--- src/hdl/aept_pkg.sv ---
// Shared types and constants of the absolute encoder position tracker.
`default_nettype none

package aept_pkg;

  localparam int unsigned POSITION_BITS = 24;
  localparam int unsigned MULTI_BITS    = 56;
  localparam int unsigned TURN_BITS     = 32;
  localparam int unsigned ANGLE_BITS    = 16;
  localparam int unsigned SPEED_BITS    = 32;
  localparam int unsigned LOG2_BITS     = 5;
  localparam int unsigned POLE_BITS     = 8;
  localparam int unsigned CFG_ADDR_BITS = 2;

  localparam logic [LOG2_BITS-1:0] K_MIN     = LOG2_BITS'(10);
  localparam logic [LOG2_BITS-1:0] K_MAX     = LOG2_BITS'(POSITION_BITS);
  localparam logic [LOG2_BITS-1:0] K_ANGLE   = LOG2_BITS'(ANGLE_BITS);
  localparam logic [LOG2_BITS-1:0] LOG2_RST  = LOG2_BITS'(14);
  localparam logic [POLE_BITS-1:0] POLES_RST = POLE_BITS'(4);

  // 0.1 rpm per turn per second window scaling
  localparam logic [31:0] SPEED_FACTOR = 32'd1200000;
  localparam logic [56:0] Q_LAST_OK    = 57'd1999;
  localparam int unsigned FILT_OLD     = 38;
  localparam int unsigned FILT_NEW     = 218;

  typedef enum logic [CFG_ADDR_BITS-1:0] {
    REG_RES_LOG2 = 2'd0,
    REG_OFFSET   = 2'd1,
    REG_POLES    = 2'd2
  } cfg_reg_e;

  typedef enum logic [3:0] {
    ST_IDLE,
    ST_TRACK,
    ST_MULTI,
    ST_DIFF,
    ST_ABS,
    ST_SCALE,
    ST_SAT,
    ST_FILT,
    ST_ACC,
    ST_DONE
  } state_e;

  typedef struct packed {
    logic load_in;
    logic track;
    logic multi;
    logic diff;
    logic absv;
    logic scale;
    logic sat;
    logic filt;
    logic acc;
    logic emit;
  } cmd_t;

  typedef struct packed {
    logic tick;
    logic out_free;
  } sts_t;

endpackage

`default_nettype wire

--- src/hdl/aept_ctrl.sv ---
// Sequencer for the tracker: walks one sample through the datapath steps.
`default_nettype none

module aept_ctrl (
  input  wire logic          clk_i,
  input  wire logic          rst_ni,
  input  wire logic          s_valid_i,
  output logic               s_ready_o,
  input  wire aept_pkg::sts_t sts_i,
  output aept_pkg::cmd_t     cmd_o
);

  aept_pkg::state_e state_q, state_d;

  always_ff @(posedge clk_i or negedge rst_ni) begin
    if (!rst_ni) begin
      state_q <= aept_pkg::ST_IDLE;
    end else begin
      state_q <= state_d;
    end
  end

  always_comb begin
    state_d   = state_q;
    cmd_o     = '0;
    s_ready_o = 1'b0;
    case (state_q)
      aept_pkg::ST_IDLE: begin
        s_ready_o = 1'b1;
        if (s_valid_i) begin
          cmd_o.load_in = 1'b1;
          state_d       = aept_pkg::ST_TRACK;
        end
      end
      aept_pkg::ST_TRACK: begin
        cmd_o.track = 1'b1;
        state_d     = aept_pkg::ST_MULTI;
      end
      aept_pkg::ST_MULTI: begin
        cmd_o.multi = 1'b1;
        state_d     = sts_i.tick ? aept_pkg::ST_DIFF : aept_pkg::ST_DONE;
      end
      aept_pkg::ST_DIFF: begin
        cmd_o.diff = 1'b1;
        state_d    = aept_pkg::ST_ABS;
      end
      aept_pkg::ST_ABS: begin
        cmd_o.absv = 1'b1;
        state_d    = aept_pkg::ST_SCALE;
      end
      aept_pkg::ST_SCALE: begin
        cmd_o.scale = 1'b1;
        state_d     = aept_pkg::ST_SAT;
      end
      aept_pkg::ST_SAT: begin
        cmd_o.sat = 1'b1;
        state_d   = aept_pkg::ST_FILT;
      end
      aept_pkg::ST_FILT: begin
        cmd_o.filt = 1'b1;
        state_d    = aept_pkg::ST_ACC;
      end
      aept_pkg::ST_ACC: begin
        cmd_o.acc = 1'b1;
        state_d   = aept_pkg::ST_DONE;
      end
      aept_pkg::ST_DONE: begin
        if (sts_i.out_free) begin
          cmd_o.emit = 1'b1;
          state_d    = aept_pkg::ST_IDLE;
        end
      end
      default: begin
        state_d = aept_pkg::ST_IDLE;
      end
    endcase
  end

  a_accept_starts: assert property (@(posedge clk_i) disable iff (!rst_ni)
    (s_valid_i && s_ready_o) |=> (state_q == aept_pkg::ST_TRACK))
    else $error("accepted beat did not start tracking");

  a_emit_free: assert property (@(posedge clk_i) disable iff (!rst_ni)
    cmd_o.emit |-> sts_i.out_free)
    else $error("result loaded while output register busy");

  a_no_tick_skip: assert property (@(posedge clk_i) disable iff (!rst_ni)
    (state_q == aept_pkg::ST_MULTI && !sts_i.tick) |=> (state_q == aept_pkg::ST_DONE))
    else $error("speed path entered without a tick");

endmodule

`default_nettype wire

--- src/hdl/aept_dp.sv ---
// Datapath: config registers, turn tracking, angle, speed and output register.
`default_nettype none

module aept_dp (
  input  wire logic                                 clk_i,
  input  wire logic                                 rst_ni,
  input  wire logic [aept_pkg::POSITION_BITS-1:0]   in_position_i,
  input  wire logic                                 in_speed_tick_i,
  input  wire logic                                 in_turns_reset_i,
  input  wire logic                                 cfg_we_i,
  input  wire logic [aept_pkg::CFG_ADDR_BITS-1:0]   cfg_addr_i,
  input  wire logic [aept_pkg::POSITION_BITS-1:0]   cfg_data_i,
  input  wire aept_pkg::cmd_t                       cmd_i,
  output aept_pkg::sts_t                            sts_o,
  output logic                                      out_valid_o,
  input  wire logic                                 out_ready_i,
  output logic [aept_pkg::ANGLE_BITS-1:0]           out_angle_o,
  output logic [aept_pkg::TURN_BITS-1:0]            out_turns_o,
  output logic [aept_pkg::MULTI_BITS-1:0]           out_multi_o,
  output logic [aept_pkg::SPEED_BITS-1:0]           out_speed_o
);

  localparam int unsigned PB = aept_pkg::POSITION_BITS;
  localparam int unsigned MB = aept_pkg::MULTI_BITS;
  localparam int unsigned TB = aept_pkg::TURN_BITS;
  localparam int unsigned SB = aept_pkg::SPEED_BITS;
  localparam int unsigned LB = aept_pkg::LOG2_BITS;

  // config
  logic [LB-1:0]                    log2_q;
  logic [PB-1:0]                    offset_q;
  logic [aept_pkg::POLE_BITS-1:0]   poles_q;

  // tracking state
  logic [PB-1:0] pos_q, last_pos_q;
  logic          tick_q, cmd_q, last_cmd_q;
  logic [TB-1:0] turns_q;
  logic [31:0]   prod_e_q;
  logic [aept_pkg::ANGLE_BITS-1:0] angle_q;
  logic [MB-1:0] multi_q, wsp_q;
  logic [SB-1:0] speed_q;

  // speed pipeline
  logic [MB:0]   diff_q, mag_q;
  logic          neg_q, qsat_q;
  logic [31:0]   prod_q_q;
  logic [44:0]   prod_r_q;
  logic [SB-1:0] raw_q;
  logic signed [37:0] p_old_q;
  logic signed [39:0] p_raw_q;

  // output register
  logic                            out_valid_q;
  logic [aept_pkg::ANGLE_BITS-1:0] out_angle_q;
  logic [TB-1:0]                   out_turns_q;
  logic [MB-1:0]                   out_multi_q;
  logic [SB-1:0]                   out_speed_q;

  // effective exponent and mask
  logic [LB-1:0] k;
  logic [PB-1:0] mask;
  always_comb begin
    if (log2_q < aept_pkg::K_MIN) begin
      k = aept_pkg::K_MIN;
    end else if (log2_q > aept_pkg::K_MAX) begin
      k = aept_pkg::K_MAX;
    end else begin
      k = log2_q;
    end
    mask = ~({PB{1'b1}} << k);
  end

  // turn tracking terms
  logic [PB-1:0] mech;
  logic [PB:0]   delta, quarter;
  logic [TB-1:0] turns_base, turns_d;
  always_comb begin
    mech       = (pos_q - (offset_q & mask)) & mask;
    delta      = {1'b0, pos_q} - {1'b0, last_pos_q};
    quarter    = (PB+1)'(1) << (k - LB'(2));
    turns_base = (cmd_q && !last_cmd_q) ? '0 : turns_q;
    if ($signed(delta) > $signed(quarter)) begin
      turns_d = turns_base - TB'(1);
    end else if ($signed(delta) < -$signed(quarter)) begin
      turns_d = turns_base + TB'(1);
    end else begin
      turns_d = turns_base;
    end
  end

  // multi-turn position and angle scaling
  logic [MB-1:0] multi_d;
  logic [aept_pkg::ANGLE_BITS-1:0] angle_d;
  always_comb begin
    multi_d = ({{(MB-TB){turns_q[TB-1]}}, turns_q} << k) + {{(MB-PB){1'b0}}, pos_q};
    if (k <= aept_pkg::K_ANGLE) begin
      angle_d = aept_pkg::ANGLE_BITS'(prod_e_q << (aept_pkg::K_ANGLE - k));
    end else begin
      angle_d = aept_pkg::ANGLE_BITS'(prod_e_q >> (k - aept_pkg::K_ANGLE));
    end
  end

  // speed scaling terms
  logic [MB:0]   quot;
  logic [PB-1:0] rem;
  logic [32:0]   m_sum;
  logic [32:0]   m_lim;
  logic [SB-1:0] raw_d;
  always_comb begin
    quot  = mag_q >> k;
    rem   = mag_q[PB-1:0] & mask;
    m_sum = {1'b0, prod_q_q} + 33'(prod_r_q >> k);
    if (neg_q) begin
      m_lim = (qsat_q || m_sum > 33'h080000000) ? 33'h080000000 : m_sum;
      raw_d = SB'(~m_lim + 33'd1);
    end else begin
      m_lim = (qsat_q || m_sum > 33'h07FFFFFFF) ? 33'h07FFFFFFF : m_sum;
      raw_d = SB'(m_lim);
    end
  end

  // filter sum, divide by 256 toward zero
  logic signed [40:0] f_sum, f_adj;
  always_comb begin
    f_sum = {{3{p_old_q[37]}}, p_old_q} + {p_raw_q[39], p_raw_q};
    f_adj = f_sum + (f_sum[40] ? 41'sd255 : 41'sd0);
  end

  always_ff @(posedge clk_i or negedge rst_ni) begin
    if (!rst_ni) begin
      log2_q      <= aept_pkg::LOG2_RST;
      offset_q    <= '0;
      poles_q     <= aept_pkg::POLES_RST;
      last_pos_q  <= '0;
      last_cmd_q  <= 1'b0;
      turns_q     <= '0;
      wsp_q       <= '0;
      speed_q     <= '0;
      out_valid_q <= 1'b0;
    end else begin
      if (cfg_we_i) begin
        case (cfg_addr_i)
          aept_pkg::REG_RES_LOG2: log2_q   <= cfg_data_i[LB-1:0];
          aept_pkg::REG_OFFSET:   offset_q <= cfg_data_i;
          aept_pkg::REG_POLES:    poles_q  <= cfg_data_i[aept_pkg::POLE_BITS-1:0];
          default: ;
        endcase
      end
      if (cmd_i.track) begin
        last_pos_q <= pos_q;
        last_cmd_q <= cmd_q;
        turns_q    <= turns_d;
      end
      if (cmd_i.acc) begin
        speed_q <= f_adj[39:8];
        wsp_q   <= multi_q;
      end
      if (cmd_i.emit) begin
        out_valid_q <= 1'b1;
      end else if (out_ready_i) begin
        out_valid_q <= 1'b0;
      end
    end
  end

  always_ff @(posedge clk_i) begin
    if (cmd_i.load_in) begin
      pos_q  <= in_position_i & mask;
      tick_q <= in_speed_tick_i;
      cmd_q  <= in_turns_reset_i;
    end
    if (cmd_i.track) begin
      prod_e_q <= {8'b0, mech} * {24'b0, poles_q};
    end
    if (cmd_i.multi) begin
      multi_q <= multi_d;
      angle_q <= angle_d;
    end
    if (cmd_i.diff) begin
      diff_q <= {multi_q[MB-1], multi_q} - {wsp_q[MB-1], wsp_q};
    end
    if (cmd_i.absv) begin
      neg_q <= diff_q[MB];
      mag_q <= diff_q[MB] ? (~diff_q + (MB+1)'(1)) : diff_q;
    end
    if (cmd_i.scale) begin
      qsat_q   <= quot > aept_pkg::Q_LAST_OK;
      prod_q_q <= {21'b0, quot[10:0]} * aept_pkg::SPEED_FACTOR;
      prod_r_q <= {21'b0, rem} * {13'b0, aept_pkg::SPEED_FACTOR};
    end
    if (cmd_i.sat) begin
      raw_q <= raw_d;
    end
    if (cmd_i.filt) begin
      p_old_q <= $signed({{6{speed_q[SB-1]}}, speed_q}) * 38'(aept_pkg::FILT_OLD);
      p_raw_q <= $signed({{8{raw_q[SB-1]}}, raw_q}) * 40'(aept_pkg::FILT_NEW);
    end
    if (cmd_i.emit) begin
      out_angle_q <= angle_q;
      out_turns_q <= turns_q;
      out_multi_q <= multi_q;
      out_speed_q <= speed_q;
    end
  end

  assign sts_o.tick     = tick_q;
  assign sts_o.out_free = !out_valid_q || out_ready_i;
  assign out_valid_o    = out_valid_q;
  assign out_angle_o    = out_angle_q;
  assign out_turns_o    = out_turns_q;
  assign out_multi_o    = out_multi_q;
  assign out_speed_o    = out_speed_q;

  a_pos_masked: assert property (@(posedge clk_i) disable iff (!rst_ni)
    cmd_i.track |-> ((pos_q & ~mask) == '0))
    else $error("captured position exceeds resolution");

  // a reset edge zeroes the count and a wrap on the same sample moves it one off zero
  a_turn_step: assert property (@(posedge clk_i) disable iff (!rst_ni)
    cmd_i.track |=> (turns_q == $past(turns_q) || turns_q == $past(turns_q) + TB'(1) ||
                     turns_q == $past(turns_q) - TB'(1) || turns_q == '0 ||
                     turns_q == TB'(1) || turns_q == '1))
    else $error("turn count moved by more than one");

  a_emit_multi: assert property (@(posedge clk_i) disable iff (!rst_ni)
    cmd_i.emit |=> (out_valid_q && out_multi_q == $past(multi_q)))
    else $error("output register missed the multi-turn position");

endmodule

`default_nettype wire

--- src/hdl/abs_encoder_position_tracker.sv ---
// Top level of the absolute encoder position tracker.
//
//  channel   dir  beat fields (low bit first)
//  --------  ---  ------------------------------------------------------------
//  s_axis    in   tdata: position[23:0]; tlast: speed_tick; tuser: turns_reset
//  m_axis    out  tdata: electrical_angle[15:0], turn_count[47:16],
//                        multi_position[103:48], speed[135:104]
//  cfg       in   cfg_addr_i: 0 resolution_log2, 1 angle_offset, 2 pole_pairs
//
// A sample passes through accept, track and multi-turn build, then, with a
// speed tick only, six speed steps (difference, magnitude, scaling
// multiplies, saturation, filter multiplies, filter sum) in the sequencer,
// then the load into the output register, which waits for it to be free.
// One sample is in flight at a time; the next beat is taken as soon as the
// result sits in the output register, even while the sink stalls.
// Reset clears turn count, speed, window start and the edge detector, and
// loads the registers with resolution 2^14, offset 0 and 4 pole pairs.
// Config writes are always ready and are meant for idle periods only.
`default_nettype none

module abs_encoder_position_tracker (
  input  wire logic                                clk_i,
  input  wire logic                                rst_ni,
  // sample stream
  input  wire logic                                s_axis_tvalid,
  output logic                                     s_axis_tready,
  input  wire logic [23:0]                         s_axis_tdata,  // position
  input  wire logic                                s_axis_tlast,  // speed_tick
  input  wire logic                                s_axis_tuser,  // turns_reset
  // result stream
  output logic                                     m_axis_tvalid,
  input  wire logic                                m_axis_tready,
  // electrical_angle, turn_count, multi_position, speed
  output logic [135:0]                             m_axis_tdata,
  // register writes
  input  wire logic                                cfg_valid_i,
  output logic                                     cfg_ready_o,
  input  wire logic [aept_pkg::CFG_ADDR_BITS-1:0]  cfg_addr_i,
  input  wire logic [23:0]                         cfg_data_i
);

  aept_pkg::cmd_t cmd;
  aept_pkg::sts_t sts;

  logic [aept_pkg::ANGLE_BITS-1:0] angle;
  logic [aept_pkg::TURN_BITS-1:0]  turns;
  logic [aept_pkg::MULTI_BITS-1:0] multi;
  logic [aept_pkg::SPEED_BITS-1:0] speed;

  assign cfg_ready_o = 1'b1;

  aept_ctrl u_ctrl (
    .clk_i     (clk_i),
    .rst_ni    (rst_ni),
    .s_valid_i (s_axis_tvalid),
    .s_ready_o (s_axis_tready),
    .sts_i     (sts),
    .cmd_o     (cmd)
  );

  aept_dp u_dp (
    .clk_i            (clk_i),
    .rst_ni           (rst_ni),
    .in_position_i    (s_axis_tdata),
    .in_speed_tick_i  (s_axis_tlast),
    .in_turns_reset_i (s_axis_tuser),
    .cfg_we_i         (cfg_valid_i),
    .cfg_addr_i       (cfg_addr_i),
    .cfg_data_i       (cfg_data_i),
    .cmd_i            (cmd),
    .sts_o            (sts),
    .out_valid_o      (m_axis_tvalid),
    .out_ready_i      (m_axis_tready),
    .out_angle_o      (angle),
    .out_turns_o      (turns),
    .out_multi_o      (multi),
    .out_speed_o      (speed)
  );

  assign m_axis_tdata = {speed, multi, turns, angle};

endmodule

`default_nettype wire
--- config.mk ---
export PLATFORM = sky130hd
export DESIGN_NAME = abs_encoder_position_tracker
export DESIGN_NICKNAME = d
export VERILOG_FILES = /design/src/hdl/aept_pkg.sv /design/src/hdl/aept_ctrl.sv /design/src/hdl/aept_dp.sv /design/src/hdl/abs_encoder_position_tracker.sv
export SDC_FILE = /design/constraint.sdc
export NUM_CORES = 2
export LEC_CHECK = 0
export BUFFER_PORTS_ARGS = -buffer_cell sky130_fd_sc_hd__buf_2
export CORE_MARGIN = 2
export CORE_UTILIZATION = 35
export CTS_CLUSTER_SIZE = 20
export DETAILED_ROUTE_END_ITERATION = 8
export GPL_TIMING_DRIVEN = 0
export HOLD_SLACK_MARGIN = 0.06
export SYNTH_ARGS = -nofsm -noshare
export SYNTH_HDL_FRONTEND = slang
export SYNTH_HIERARCHICAL = 1
export SYNTH_SLANG_ARGS = --single-unit
--- constraint.sdc ---
create_clock -name clk_i -period 10.1 [get_ports clk_i]
set_clock_uncertainty 0.2 [all_clocks]
set_input_delay 0.505 -clock clk_i [delete_from_list [all_inputs] [get_ports clk_i]]
set_output_delay 0.505 -clock clk_i [all_outputs]
set_load 0.03 [all_outputs]
# [Yosys cells after proc, flatten, opt, wreduce, memory -nomap -nowiden]
# Index checks and enable logic that the tools add are counted.
[totals] ff_bits=740 input_bits=57
[classes] n_bitwise=7 n_mux=30 n_mul=5 order_cmp=8 reduce_logical=13 n_addsub=15 shift=7 n_eq_ne=13
[op_table] op="two-way mux 32 bit" n=6
[op_table] op="AND 24 bit" n=4
[op_table] op="adder 32 x 1 -> 32 bit, second input constant" n=2
[op_table] op="adder 57 x 1 -> 57 bit, second input constant" n=1
[op_table] op="greater-than comparator 57 x 11 -> 1 bit, second input constant" n=1
[op_table] op="NOT 57 bit" n=1
[op_table] op=">> shifter 57 x 5 -> 57 bit" n=1
[op_table] op="subtractor 56 x 56 -> 57 bit" n=1
[op_table] op="adder 56 x 24 -> 56 bit" n=1
[op_table] op="two-way mux 56 bit" n=1
[op_table] op="left shift 56 x 5 -> 56 bit" n=1
[op_table] op=">> shifter 45 x 5 -> 33 bit" n=1
[op_table] op="adder 38 x 40 -> 41 bit" n=1
[op_table] op="adder 40 bit" n=1
[op_table] op="multiplier 40 x 7 -> 39 bit, second input constant" n=1
[op_table] op="one-hot mux 4 bit (10 select lines)" n=1
[op_table] op="multiplier 24 x 14 -> 38 bit, second input constant" n=1
[op_table] op="multiplier 38 x 5 -> 37 bit, second input constant" n=1
[op_table] op="adder 32 x 33 -> 33 bit" n=1
[op_table] op="greater-than comparator 33 x 31 -> 1 bit, second input constant" n=1
[op_table] op="greater-than comparator 33 x 32 -> 1 bit, second input constant" n=1
[op_table] op="multiplier 24 x 8 -> 32 bit" n=1
[op_table] op="NOT 32 bit" n=1
[op_table] op="left shift 32 x 5 -> 16 bit" n=1
[op_table] op="36 further kinds" n=65

# [Depth between registers and ports, before layout]
[logic_depth] ltp_word=11 depth_mapped=45 mapped_depth_nobuf=35

# [Cells and area by module]
# Netlist, hierarchy kept.
[modules_own_cells] mod="aept_dp" area_per_inst_um2=69256.4 n_inst=1 cells_per_inst=7231
[modules_own_cells] mod="aept_ctrl" area_per_inst_um2=291.5 n_inst=1 cells_per_inst=36
[modules_own_cells] mod="abs_encoder_position_tracker" area_per_inst_um2=11.3 n_inst=1 cells_per_inst=2

# [Worst setup path before layout]
# Ideal clock, no wire load.
[synth_timing] path_type="flip-flop to flip-flop" start="register u_dp.log2_q[1]" end="register u_dp.prod_e_q[30], data pin" period_less_slack_ns=10.213 path_slack_ns=-0.113 t_required_ns=9.642 path_stages_with_launch=39 arrival_ns=9.755 cell_sequence="dfstp_2 > nor2_1 > o21ai_4 > nand2_2 > buf_6 > inv_2 > buf_4 > buf_2 > buf_2 > buf_2 > buf_1 > clkbuf_1 > buf_2 > ha_1 > clkbuf_1 > clkbuf_1 > o21ai_0 > ha_1 > (+3 left out) > a21oi_1 > a311o_1 > a31o_2 > a21oi_1 > mux2i_1 > fa_1 > fa_1 > fa_1 > inv_1 > fa_1 > inv_1 > ha_1 > nand3_1 > a211o_1 > a31oi_1 > a21o_1 > a21oi_1 > xnor2_1"
[synth_via] elab_chain_len=9
[synth_rtl] element="start: declaration" line_no="aept_dp.sv:30" text="logic [LB-1:0] log2_q;"
[synth_rtl] element="start signal: assignment" line_no="aept_dp.sv:131" text="log2_q <= aept_pkg::LOG2_RST;"
[synth_rtl] element="start signal: assignment" line_no="aept_dp.sv:143" text="aept_pkg::REG_RES_LOG2: log2_q <= cfg_data_i[LB-1:0];"
[synth_rtl] element="greater-than comparator 5 bit" line_no="aept_dp.sv:65" text="end else if (log2_q > aept_pkg::K_MAX) begin"
[synth_rtl] element="two-way mux 5 bit" line_no="aept_dp.sv:65"
[synth_rtl] element="two-way mux 5 bit (*)" line_no="aept_dp.sv:63" text="if (log2_q < aept_pkg::K_MIN) begin"
[synth_rtl] element="left shift 24 x 5 -> 24 bit (*)" line_no="aept_dp.sv:70" text="mask = ~({PB{1'b1}} << k);"
[synth_rtl] element="NOT 24 bit (*)" line_no="aept_dp.sv:70"
[synth_rtl] element="AND 24 bit" line_no="aept_dp.sv:78" text="mech = (pos_q - (offset_q & mask)) & mask;"
[synth_rtl] element="subtractor 24 bit" line_no="aept_dp.sv:78"
[synth_rtl] element="AND 24 bit (*)" line_no="aept_dp.sv:78"
[synth_rtl] element="multiplier 24 x 8 -> 32 bit (*)" line_no="aept_dp.sv:173" text="prod_e_q <= {8'b0, mech} * {24'b0, poles_q};"
[synth_rtl] element="end signal: assignment" line_no="aept_dp.sv:173"
[synth_rtl] element="end: declaration" line_no="aept_dp.sv:38" text="logic [31:0] prod_e_q;"
# Every way passes the cells marked *; elsewhere a longest branch is shown, timed or not.
# A chain may end at the register's enable or synchronous reset.

# [Final worst setup path]
[layout_timing] start="register u_dp.log2_q[2]" end="register u_dp.raw_q[10], data pin"
[layout_via] elab_chain_len=11
[layout_rtl] element="greater-than comparator 5 bit" line_no="aept_dp.sv:65"
[layout_rtl] element="two-way mux 5 bit" line_no="aept_dp.sv:65"
[layout_rtl] element="two-way mux 5 bit (*)" line_no="aept_dp.sv:63"
[layout_rtl] element=">> shifter 45 x 5 -> 33 bit (*)" line_no="aept_dp.sv:112" text="m_sum = {1'b0, prod_q_q} + 33'(prod_r_q >> k);"
[layout_rtl] element="adder 32 x 33 -> 33 bit (*)" line_no="aept_dp.sv:112"
[layout_rtl] element="greater-than comparator 33 x 32 -> 1 bit" line_no="aept_dp.sv:114" text="m_lim = (qsat_q || m_sum > 33'h080000000) ? 33'h080000000 : m_sum;"
[layout_rtl] element="logical OR 1 bit" line_no="aept_dp.sv:114"
[layout_rtl] element="two-way mux 32 bit" line_no="aept_dp.sv:114"
[layout_rtl] element="NOT 32 bit" line_no="aept_dp.sv:115" text="raw_d = SB'(~m_lim + 33'd1);"
[layout_rtl] element="adder 32 x 1 -> 32 bit" line_no="aept_dp.sv:115"
[layout_rtl] element="two-way mux 32 bit (*)" line_no="aept_dp.sv:113" text="if (neg_q) begin"
[layout_rtl] element="via u_dp.raw_d[10]" line_no="aept_dp.sv:108" text="logic [SB-1:0] raw_d;"
[layout_rtl] element="end signal: assignment" line_no="aept_dp.sv:192" text="raw_q <= raw_d;"
[layout_rtl] element="end: declaration" line_no="aept_dp.sv:48" text="logic [SB-1:0] raw_q;"
# Mark *: on every way through the listed nets, which the timed path passes. The rest lies on a longest branch.

==> reports/metrics.cfg <==
[setup_path]
crit_path_end_kind = flip-flop
cp_top_family = buffers and inverters
crit_path_end = u_dp/raw_q[10]
worstPathMaxFanout = 19
arrival_ns = 10.12
worstSetupPathType = reg -> reg
reg2reg_from = u_dp/log2_q[2]
cp_num_cells = 35
worstRegToRegCells = 35
worstPathRequired_ns = 10.37
slowest_delay_ns = 0.62
cp-start-kind = flip-flop
r2r_end = u_dp/raw_q[10]
crit_slowest_cell = or4b_1
cp-startpoint = u_dp/log2_q[2]
worst-path-buf-inv = 11
reg2reg_slack_ns = 0.24

[routing]
post_drt_wl_per_cell_um = 22.7
via_count = 56500
drt.antenna.violating_nets = 0
vias_per_cell = 5.44
initialDrtViolationCount = 4882
wl_um = 236000
drc = 0
drt_pre_antenna_iters = 6

[cells_and_area]
drive_above_1_share_pct = 10.1
fin_area_mm2 = 0.0791
syn_to_final_growth_pct = 13.7
fin_nets = 8808
final_cells = 10400

[sta]
relSlewSlack_pct = -10.6
finalHoldViolCount = 0
finalCriticalPeriod_ns = 9.86
finalSetupViolations = 0
final.period_utilization_pct = 97.6
worst_pin_slew_ns = 1.65
rsz0062_at_grt = no
drv_slew = 8
max_freq_ghz = 0.101

[place]
dpl-instance-area_mm2 = 0.0743
dpl.cell_count = 10100
gp_congestion = 0.992
dpl.hpwl_um = 190000
portBuffers = 187

[global_route]
grt_overflow = 0
grt_pass1_vias = 56500
grt_pass1_wl_um = 356000
grt_max_degree = 101
track_usage_pct = 23.0
antenna_found_initial = 8

[synthesis]
synth.avg_cell_area_um2 = 9.57
synth_edf_count = 550
yosysWarningCount = 6
ys_ff_latch = 737
yosysSeqAreaShare_pct = 30.5
synth_top_flop_cell = edfxtp_1
synth-async-reset-ratio_pct = 25.4
synth_cell_types = 104
postSynthCellCount = 7269
netlist_area_mm2 = 0.0696

[die]
fp.dieH_um = 450
rows = 163
die_w_um = 450
core_mm2 = 0.197
initial_utilization_pct = 35.2
dieArea_mm2 = 0.202
ios = 196

[worst_hold_path]
hp-class = in -> reg

[clocking]
numCtsBuffers = 91
htree_levels = 3
tritoncts = built
cts.sinks = 737
root_buffer = clkbuf_16
insertion_delay_ns = 0.76
clockBufferDepth = 3
clk_pin_slew_worst_paths_ns = 0.05

[run]
maxCapViolCount = 1

[outcome]
failed_checks = capacitance limit, slew limit
status = complete, but fails checks

## through the flow
| step | utilization (%) | setup slack, ns | setup TNS [ns] | hold WS, ns |
|---|---|---|---|---|
| floorplan | - | 0.137 | 0 | 0.00941 |
| global placement | 37.4 | -3.60 | -350.99 | 0.204 |
| detailed placement | 37.7 | -3.61 | -242.93 | 0.205 |
| CTS | 39.9 | -0.0541 | -0.0541 | 0.124 |
| global route | 40.1 | 0.00410 | 0 | 0.187 |
| finish | 40.1 | 0.241 | 0 | 0.174 |
## cell usage after synthesis, types with 17 or more instances
cell type / count / share of area [%]
mux4_2: 22 / 0.71
o22ai_1: 23 / 0.21
and2_1: 146 / 1.3
a21boi_0: 25 / 0.27
dfrtp_1: 183 / 6.6
buf_1: 31 / 0.17
o211ai_1: 36 / 0.39
xnor2_1: 313 / 3.9
o41ai_1: 17 / 0.21
o21ai_0: 384 / 2.8
and3_1: 107 / 0.96
nand2b_1: 77 / 0.69
xor2_1: 135 / 1.7
nand4_1: 58 / 0.52
nor2_1: 438 / 2.4
a31oi_1: 51 / 0.46
mux2i_1: 236 / 3.4
or4_1: 17 / 0.18
nor2b_1: 82 / 0.74
clkbuf_1: 183 / 0.99
buf_2: 38 / 0.27
o21a_1: 65 / 0.70
a211o_1: 21 / 0.26
a211oi_1: 80 / 0.86
nand3_1: 166 / 1.2
o31ai_1: 43 / 0.46
nor3_1: 138 / 0.99
or3_1: 38 / 0.34
edfxtp_1: 550 / 24
inv_1: 812 / 4.4
nand2_1: 611 / 3.3
a21oi_1: 430 / 3.1
o21bai_1: 36 / 0.39
nor4_1: 33 / 0.30
mux2_2: 70 / 1.1
a21o_1: 148 / 1.6
ha_1: 672 / 12
fa_1: 415 / 12
or2_2: 24 / 0.22
## tightest hold or removal path: stages
cell and delay (ns):
buf_2 0.11, nand3b_1 0.26, mux2_2 0.21
## sequential cells by signal, summed over array words and instances, names as in the netlist, 24 cells and up
register and cells:
u_dp/multi_q 56, u_dp/prod_r_q 35, u_dp/offset_q 24, u_dp/wsp_q 56
u_dp/prod_e_q 32, u_dp/diff_q 57, u_dp/turns_q 32, u_dp/p_raw_q 39
u_dp/last_pos_q 24, u_dp/pos_q 24, u_dp/raw_q 32, u_dp/speed_q 32
u_dp/out_turns_o 32, u_dp/out_multi_o 56, u_dp/mag_q 57, u_dp/out_speed_o 32
u_dp/prod_q_q 25, u_dp/p_old_q 37
## area by class of cell
| type | count | area, µm² |
|---|---|---|
| Sequential cell | 737 | 21200 |
| Multi-Input combinational cell | 5456 | 44800 |
| Antenna cell | 6 | 15.0 |
| Fill cell | 19700 | 118000 |
| Buffer | 252 | 1390 |
| Tap cell | 2640 | 3300 |
| Clock buffer | 114 | 2500 |
| Clock inverter | 57 | 581 |
| Timing Repair Buffer | 310 | 2210 |
| Inverter | 816 | 3100 |
## worst min-delay path by stage
stage                startpoint  slack (ns)                    to  depth (start not counted)
6_report            cfg_valid_i        0.17     u_dp/offset_q[23]                          3
3_5_place_dp   u_dp/angle_q[13]        0.20  u_dp/out_angle_o[13]                          0
2_1_floorplan            rst_ni       0.009     u_ctrl/state_q[0]                          0
3_3_place_gp   u_dp/angle_q[13]        0.20  u_dp/out_angle_o[13]                          0
4_1_cts             cfg_valid_i        0.12     u_dp/offset_q[23]                          3
5_1_grt             cfg_valid_i        0.19     u_dp/offset_q[23]                          3
## kinds of logic (layout without fill, tap and decap cells)
family,after synthesis,count (layout),synth area share (%)
XOR/XNOR,448,448,5.64
AND/OR/NAND/NOR,2018,2018,14.2
flip-flops,737,737,30.5
AO/OA/AOI/OAI,1563,1563,14.4
multiplexers,328,328,5.24
other,3,18,0.0162
buffers and inverters,1085,1549,6.04
adder cells (fa/ha/maj),1087,1087,24.0
## cells in the final DEF (no fill, tap or decap), types with 79 or more instances in the layout
master / Yosys / routed
inv_1: 812 / 800
dfrtp_1: 183 / 183
nor2_1: 438 / 428
nor2b_1: 82 / 79
buf_2: 38 / 205
clkbuf_16: 0 / 94
and3_1: 107 / 106
mux2i_1: 236 / 230
clkbuf_1: 183 / 160
nand3_1: 166 / 165
edfxtp_1: 550 / 550
ha_1: 672 / 664
nor3_1: 138 / 132
xor2_1: 135 / 133
nand2_1: 611 / 604
xnor2_1: 313 / 307
fa_1: 415 / 415
o21ai_0: 384 / 376
and2_1: 146 / 145
a21oi_1: 430 / 413
a21o_1: 148 / 148
## layer usage
layer | vias up | wire, µm | global-route usage (%)
met3 | 365 | 16300 | 3.83
met5 | - | 42 | 0
met4 | 6 | 9350 | 8.21
li1 | 26400 | - | -
met1 | 27900 | 102000 | 30.5
met2 | 1900 | 108000 | 37.5
## timing repair
action,CTS,global route
setup buffers,19,18
cloned,0,0
hold buffers,55,0
setup endpoints to repair,146,58
pin swaps,8,15
resized for setup,217,93
endpoints found under the hold margin,151,0
Power is left out: the tool's default activity adds up to more than one toggle a clock period on the data nets, which glitch-free logic cannot reach.
